File: src/rtl/sspq_pkg.sv
// Shared types and constants of the stable sorted priority queue.
`default_nettype none

package sspq_pkg;

  localparam int unsigned DataW   = 32;
  localparam int unsigned PrioW   = 16;
  localparam int unsigned CountW  = 5;
  localparam int unsigned StatusW = 2;

  typedef enum logic {
    OP_INSERT = 1'b0,
    OP_POP    = 1'b1
  } op_e;

  typedef enum logic [StatusW-1:0] {
    STAT_INSERTED  = 2'd0,
    STAT_POPPED    = 2'd1,
    STAT_UNDERFLOW = 2'd2,
    STAT_FULL      = 2'd3
  } status_e;

  // Commands from the controller to the datapath.
  typedef struct packed {
    logic capture;  // latch the accepted input transaction
    logic execute;  // update the store and the result register
  } sspq_cmd_t;

endpackage

`default_nettype wire

File: src/rtl/sspq_ctrl.sv
// Controller of the priority queue: sequences capture, execute and result handoff.
`default_nettype none

module sspq_ctrl
  import sspq_pkg::*;
(
  input  wire logic      clk_i,
  input  wire logic      rst_ni,
  input  wire logic      in_valid_i,
  output logic           in_ready_o,
  output logic           out_valid_o,
  input  wire logic      out_ready_i,
  output sspq_cmd_t      cmd_o
);

  typedef enum logic [1:0] {
    S_IDLE = 2'b01,
    S_EXEC = 2'b10
  } state_e;

  state_e state_q, state_d;
  logic   out_valid_q, out_valid_d;
  logic   accept;

  // Take a new transaction only when the result register is free by the next edge.
  assign in_ready_o  = (state_q == S_IDLE) && (!out_valid_q || out_ready_i);
  assign accept      = in_valid_i && in_ready_o;
  assign out_valid_o = out_valid_q;

  always_comb begin
    state_d       = state_q;
    out_valid_d   = out_valid_q;
    cmd_o.capture = 1'b0;
    cmd_o.execute = 1'b0;
    if (out_valid_q && out_ready_i) begin
      out_valid_d = 1'b0;
    end
    unique case (state_q)
      S_IDLE: begin
        if (accept) begin
          cmd_o.capture = 1'b1;
          state_d       = S_EXEC;
        end
      end
      S_EXEC: begin
        cmd_o.execute = 1'b1;
        out_valid_d   = 1'b1;
        state_d       = S_IDLE;
      end
      default: begin
        state_d = S_IDLE;
      end
    endcase
  end

  always_ff @(posedge clk_i or negedge rst_ni) begin
    if (!rst_ni) begin
      state_q     <= S_IDLE;
      out_valid_q <= 1'b0;
    end else begin
      state_q     <= state_d;
      out_valid_q <= out_valid_d;
    end
  end

endmodule

`default_nettype wire

File: src/rtl/sspq_datapath.sv
// Datapath of the priority queue: sorted register array, count and result register.
`default_nettype none

module sspq_datapath
  import sspq_pkg::*;
#(
  parameter int unsigned QUEUE_DEPTH = 16
) (
  input  wire logic             clk_i,
  input  wire logic             rst_ni,
  input  wire sspq_cmd_t        cmd_i,
  input  wire logic             op_i,
  input  wire logic [DataW-1:0] data_value_i,
  input  wire logic [PrioW-1:0] priority_req_i,
  output logic [StatusW-1:0]    status_o,
  output logic [DataW-1:0]      popped_data_o,
  output logic [PrioW-1:0]      popped_priority_o,
  output logic [CountW-1:0]     entry_count_o
);

  localparam int unsigned CntW = $clog2(QUEUE_DEPTH + 1);

  logic [DataW-1:0]   op_data_q;
  logic [PrioW-1:0]   op_prio_q;
  logic               op_q;

  logic [DataW-1:0]   data_q [QUEUE_DEPTH];
  logic [PrioW-1:0]   prio_q [QUEUE_DEPTH];
  logic [DataW-1:0]   data_d [QUEUE_DEPTH];
  logic [PrioW-1:0]   prio_d [QUEUE_DEPTH];
  logic [CntW-1:0]    count_q, count_d;

  logic [QUEUE_DEPTH-1:0] behind;  // slot holds nothing or a higher priority value
  logic                   is_full, is_empty, do_insert, do_pop;

  status_e            status_d;
  logic [StatusW-1:0] status_q;
  logic [DataW-1:0]   pdata_d, pdata_q;
  logic [PrioW-1:0]   pprio_d, pprio_q;
  logic [CntW+CountW-1:0] count_wide;

  assign is_full   = (count_q == CntW'(QUEUE_DEPTH));
  assign is_empty  = (count_q == '0);
  assign do_insert = (op_e'(op_q) == OP_INSERT) && !is_full;
  assign do_pop    = (op_e'(op_q) == OP_POP) && !is_empty;

  // Sorted order makes behind a thermometer code; the insert point is its first set bit.
  for (genvar i = 0; i < QUEUE_DEPTH; i++) begin : g_slot
    assign behind[i] = (CntW'(i) >= count_q) || (prio_q[i] > op_prio_q);

    always_comb begin
      data_d[i] = data_q[i];
      prio_d[i] = prio_q[i];
      if (do_insert && behind[i]) begin
        if (i == 0) begin
          data_d[i] = op_data_q;
          prio_d[i] = op_prio_q;
        end else if (behind[(i == 0) ? 0 : i-1]) begin
          data_d[i] = data_q[(i == 0) ? 0 : i-1];
          prio_d[i] = prio_q[(i == 0) ? 0 : i-1];
        end else begin
          data_d[i] = op_data_q;
          prio_d[i] = op_prio_q;
        end
      end else if (do_pop && (i < QUEUE_DEPTH - 1)) begin
        data_d[i] = data_q[(i < QUEUE_DEPTH - 1) ? i+1 : i];
        prio_d[i] = prio_q[(i < QUEUE_DEPTH - 1) ? i+1 : i];
      end
    end

    always_ff @(posedge clk_i) begin
      if (cmd_i.execute) begin
        data_q[i] <= data_d[i];
        prio_q[i] <= prio_d[i];
      end
    end
  end

  always_comb begin
    count_d  = count_q;
    pdata_d  = '0;
    pprio_d  = '0;
    status_d = STAT_INSERTED;
    if (op_e'(op_q) == OP_INSERT) begin
      if (is_full) begin
        status_d = STAT_FULL;
      end else begin
        count_d = count_q + CntW'(1);
      end
    end else begin
      if (is_empty) begin
        status_d = STAT_UNDERFLOW;
      end else begin
        status_d = STAT_POPPED;
        pdata_d  = data_q[0];
        pprio_d  = prio_q[0];
        count_d  = count_q - CntW'(1);
      end
    end
  end

  always_ff @(posedge clk_i or negedge rst_ni) begin
    if (!rst_ni) begin
      count_q <= '0;
    end else if (cmd_i.execute) begin
      count_q <= count_d;
    end
  end

  always_ff @(posedge clk_i) begin
    if (cmd_i.capture) begin
      op_q      <= op_i;
      op_data_q <= data_value_i;
      op_prio_q <= priority_req_i;
    end
    if (cmd_i.execute) begin
      status_q <= status_d;
      pdata_q  <= pdata_d;
      pprio_q  <= pprio_d;
    end
  end

  // Count as seen after the item, held by count_q once execute has passed.
  assign count_wide        = {{CountW{1'b0}}, count_q};
  assign status_o          = status_q;
  assign popped_data_o     = pdata_q;
  assign popped_priority_o = pprio_q;
  assign entry_count_o     = count_wide[CountW-1:0];

endmodule

`default_nettype wire

File: src/rtl/stable_sorted_priority_queue.sv
// Stable sorted priority queue: top level with stream ports.
//
// Each input transaction carries an operation in s_axis_tuser (0 insert,
// 1 pop) and an entry in s_axis_tdata (data word and priority). Every input
// transaction yields exactly one output transaction with a status in
// m_axis_tuser and the popped entry plus the entry count in m_axis_tdata.
// Entries are held lowest priority value first; equal priorities leave in
// arrival order. Insert into a full queue is dropped (status 3), pop on an
// empty queue reports underflow (status 2).
// Each accepted input is first captured, then the execute step of the
// controller updates the sorted register array and the result register;
// no new item is taken until that execute step has been done.
// Reset empties the queue and drops any pending result. While the receiver
// stalls, the result is held and new items are refused until the
// result has been taken or is taken in the same cycle.
`default_nettype none

module stable_sorted_priority_queue
  import sspq_pkg::*;
#(
  parameter int unsigned QUEUE_DEPTH = 16
) (
  input  wire logic        clk_i,
  input  wire logic        rst_ni,
  input  wire logic        s_axis_tvalid,
  output logic             s_axis_tready,
  input  wire logic [47:0] s_axis_tdata,   // [31:0] data_value, [47:32] priority_req
  input  wire logic        s_axis_tuser,   // [0] op
  output logic             m_axis_tvalid,
  input  wire logic        m_axis_tready,
  output logic [55:0]      m_axis_tdata,   // [31:0] popped_data, [47:32] popped_priority,
                                           // [52:48] entry_count, [55:53] zero
  output logic [1:0]       m_axis_tuser    // [1:0] status
);

  sspq_cmd_t          cmd;
  logic [DataW-1:0]   popped_data;
  logic [PrioW-1:0]   popped_priority;
  logic [CountW-1:0]  entry_count;

  sspq_ctrl u_ctrl (
    .clk_i       (clk_i),
    .rst_ni      (rst_ni),
    .in_valid_i  (s_axis_tvalid),
    .in_ready_o  (s_axis_tready),
    .out_valid_o (m_axis_tvalid),
    .out_ready_i (m_axis_tready),
    .cmd_o       (cmd)
  );

  sspq_datapath #(
    .QUEUE_DEPTH (QUEUE_DEPTH)
  ) u_datapath (
    .clk_i             (clk_i),
    .rst_ni            (rst_ni),
    .cmd_i             (cmd),
    .op_i              (s_axis_tuser),
    .data_value_i      (s_axis_tdata[31:0]),
    .priority_req_i    (s_axis_tdata[47:32]),
    .status_o          (m_axis_tuser),
    .popped_data_o     (popped_data),
    .popped_priority_o (popped_priority),
    .entry_count_o     (entry_count)
  );

  assign m_axis_tdata = {3'b000, entry_count, popped_priority, popped_data};

endmodule

`default_nettype wire
File: config.mk
export PLATFORM = sky130hd
export DESIGN_NAME = stable_sorted_priority_queue
export DESIGN_NICKNAME = d
export VERILOG_FILES = /design/src/rtl/sspq_pkg.sv /design/src/rtl/sspq_ctrl.sv /design/src/rtl/sspq_datapath.sv /design/src/rtl/stable_sorted_priority_queue.sv
export SDC_FILE = /design/constraint.sdc
export NUM_CORES = 2
export LEC_CHECK = 0
export BUFFER_PORTS_ARGS = -buffer_cell sky130_fd_sc_hd__buf_4
export CORE_MARGIN = 1.5
export CORE_UTILIZATION = 65
export CTS_BUF_LIST = sky130_fd_sc_hd__clkbuf_4 sky130_fd_sc_hd__clkbuf_8
export DETAILED_ROUTE_END_ITERATION = 10
export PLACE_DENSITY_LB_ADDON = 0.1
export SLEW_MARGIN = 20
export SYNTH_ARGS = -nofsm -noshare
export SYNTH_HDL_FRONTEND = slang
export SYNTH_SLANG_ARGS = --single-unit
export TNS_END_PERCENT = 5
File: constraint.sdc
create_clock -name clk_i -period 8.02 [get_ports clk_i]
set_clock_uncertainty 0.2 [all_clocks]
set_input_delay 1.604 -clock clk_i [delete_from_list [all_inputs] [get_ports clk_i]]
set_output_delay 1.604 -clock clk_i [all_outputs]
set_load 0.01 [all_outputs]
==> flow_summary.ini <==
[final_layout]
drive_gt1_share_pct = 12.60
syn2layout_area_growth_pct = 9.376
multiInputGateArea_sq_um = 20410
final_cell_area_sq_um = 52360
n_fill_cell = 5217
utilization_pct = 71.76
final-seq-area_sq_um = 26240
nets = 4659

[timing]
final-setup-viol-count = 0
fin_setup_tns_ps = 0
max_clock_freq_mhz = 162.8
min_period_over_period_pct = 76.58
rsz0062_at_grt = no
max_slew_margin_pct = 15.43
layout_setup_ws_ps = 1879
slew_violations = 0
hold_violations = 0
tightest_slew_ps = 1261
fin_crit_ps = 6141

[logic_synthesis]
async_flop_share_pct = 0.9143
synth.area.top_cells = edfxtp_1, mux2i_1, ha_1
synth_xor_area_share_pct = 0.09148
syn_inst = 4317
synth_edf_count = 867
synth_top_area_share_pct = 54.39
synth_compound_area_share_pct = 11.30
synthDistinctLibCells = 66
synth_adder_area_share_pct = 6.822
synth-simple-area-share_pct = 10.63
seq_area_frac_synth_pct = 54.81
synth_top_family_by_area = multiplexers
yosys-mux-area-fraction_pct = 12.96
avgSynthCellArea_sq_um = 11.09
synth.largest_area_cell = edfxtp_1
ys_seq_elements = 875
synthFlopType = edfxtp_1
synth_area_sq_um = 47870
ys_warn_count = 0

[clock_network]
cts_setup_buffers = 0
ctsResizeCount = 0
clock_sinks = 875
cts_htree_levels = 4
cts_root_buf = clkbuf_8
cts_buffers = 146
worstSkewPairLatency_ps = 850
clk_path_buf_depth = 3
cts_tree = done
ctsHoldBuffers = 0
clk_pin_slew_worst_paths_ps = 60

[route]
ant_nets = 0
viasPerCell = 6.819
drc_errors = 0
dr.pass1.iters = 5
vias = 36936
wl_per_cell_microns = 29.12
routed_wl_microns = 157700
drtIter0Drc = 5245

[hold_path]
hold_path_depth = 2
hold_start = u_datapath.data_q[15][1]$_DFFE_PP_
hold_class = flip-flop to flip-flop
hold-path-endpoint = u_datapath.data_q[14][1]$_DFFE_PP_

[pwr]
vdd_drop_max_mv = 0.3032
p_leak_uw = 0.02088
pwr_density_cell_nw_per_um2 = 306.5

[die]
start_util_pct = 65.61
core_sq_um = 72960
dieWidth_microns = 274.4
rows = 99
die_y_microns = 274.4
ios = 113
die_area_sq_um = 75280

[critical_path]
r2r-start = u_datapath.op_prio_q[13]$_DFFE_PP_
critical_path_class = flip-flop to flip-flop
worstPathCellList = inv_1 -> ha_1 -> nand4_1 -> nor4_1 -> o21ai_0 -> a31oi_4 -> buf_4 -> and2_4 -> nor2_1 -> nor2_4 -> buf_4
required_ps = 8290
slowest_delay_ps = 840
r2r_end = u_datapath.prio_q[11][11]$_DFFE_PP_
cp_slowest_cell = nor2_4
r2r_cells = 11
crit_top_cell = buf_4
crit_buf_inv = 3
r2r_setup_slack_ps = 1880
crit_path_start_kind = flip-flop
endpoint_kind = flip-flop
path_max_fanout = 48
crit_family = simple AND/OR/NAND/NOR gates
critPathArrivalTime_ps = 6410

[placement]
gp_congestion = 1.055
port-buffer-count = 109
hpwl_microns = 95390
place_ws_ps = 2141
dpl_cell_area_sq_um = 49540

[global_routing]
antenna_found_initial = 6
grt_pass1_vias = 34837
grt_pass1_wl_microns = 225600
grt_overflow = 0
grt_max_degree = 78
gr-usage-all-layers_pct = 41.55

[run]
drv_cap = 0

[run_status]
status = finished, final reports clean
## power by group
| group | internal (uW) | switching [uW] |
|---|---|---|
| Clock | 2050 | 1890 |
| Sequential | 5770 | 333 |
| Combinational | 1930 | 4080 |
## stage by stage
stage	power (uW)	std cells	hold WS, ps
after floorplan	10010	4319	296.3
after global placement	11790	5156	301.6
after detailed placement	11940	5156	314.2
after CTS	15820	5412	333.0
after global routing	16520	5413	359.5
final	16050	5417	318.4
## kinds of logic (layout without fill, tap and decap cells)
| kind of cell | Yosys count | count (layout) |
|---|---|---|
| simple gates | 1224 | 1224 |
| other cells | 1 | 8 |
| xor+xnor | 5 | 5 |
| mux | 608 | 608 |
| fa+ha+maj | 261 | 261 |
| compound gates | 982 | 982 |
| flops | 875 | 875 |
| buf+inv | 361 | 495 |
## worst max-delay path by stage
stage | startpoint | end | cells after the start
after global placement | u_datapath.op_prio_q[12]$_DFFE_PP_ | u_datapath.prio_q[11][15]$_DFFE_PP_ | 11
after global routing | u_datapath.op_prio_q[14]$_DFFE_PP_ | u_datapath.prio_q[11][14]$_DFFE_PP_ | 11
after detailed placement | u_datapath.op_prio_q[12]$_DFFE_PP_ | u_datapath.prio_q[11][14]$_DFFE_PP_ | 11
after floorplan | u_datapath.op_prio_q[1]$_DFFE_PP_ | u_datapath.data_q[15][0]$_DFFE_PP_ | 9
after CTS | u_datapath.op_prio_q[12]$_DFFE_PP_ | u_datapath.prio_q[11][11]$_DFFE_PP_ | 11
final | u_datapath.op_prio_q[13]$_DFFE_PP_ | u_datapath.prio_q[11][11]$_DFFE_PP_ | 11
## final cells by class
| type | instances | area share [%] |
|---|---|---|
| antenna | 5 | 0.02390 |
| timing repair buffer | 193 | 2.911 |
| multi-input combinational | 3083 | 38.98 |
| tap | 959 | 2.292 |
| sequential | 875 | 50.11 |
| clock inverter | 62 | 0.7910 |
| inverter | 46 | 0.3322 |
| clock buffer | 194 | 4.562 |
## state kept, by name (all words and copies together) (netlist names)
signal and count:
u_ctrl.out_valid_o 1, u_ctrl.state_q 2, u_datapath.data_q 512, u_datapath.entry_count_o 5, u_datapath.op_data_q 32, u_datapath.op_prio_q 16
u_datapath.op_q 1, u_datapath.popped_data_o 32, u_datapath.popped_priority_o 16, u_datapath.prio_q 256, u_datapath.status_o 2
## worst reg2reg max path: cells and delay by family (launching register included)
family                     cells  cell delay (ps)
DFF                            1              700
and+or+nand+nor                5             2480
buffers and inverters          3             1490
AOI/OAI and AO/OA              2              420
adders and majority gates      1              470
## layout by cell type, fill, tap and decap left out, drive strengths merged, types with 13 or more instances in the layout
master / count
o21ai: 234
mux2: 95
nor2: 501
edfxtp: 867
inv: 52
buf: 193
nand2: 534
and2: 55
a21oi: 505
clkbuf: 194
a21o: 34
nand4: 43
ha: 261
clkinv: 50
nor2b: 17
mux2i: 513
nor3: 18
a31oi: 151
nand3: 13
## synth_stat cells (13+ instances only)
cell,count
inv_1,46
a31oi_1,151
nor3_1,14
nor2_1,500
nor2b_1,17
edfxtp_1,867
clkbuf_1,169
nand4_1,43
buf_2,100
ha_1,261
buf_1,17
buf_4,21
o21ai_1,45
a21oi_1,503
o21ai_0,189
nand2_1,534
and2_1,55
a21o_1,34
mux2_2,86
mux2i_1,513
nand3_1,13
## metal layers
layer  share of wire [%]  global-route usage (%)  vias to the layer above
met1                  38                   55.40                    17749
met2                  44                   62.35                     2688
met5               0.015                       0                        -
li1                    -                       -                    15975
met4                 4.5                   19.72                        4
met3                  13                   12.58                      520
(Power assumes the default switching activity.)
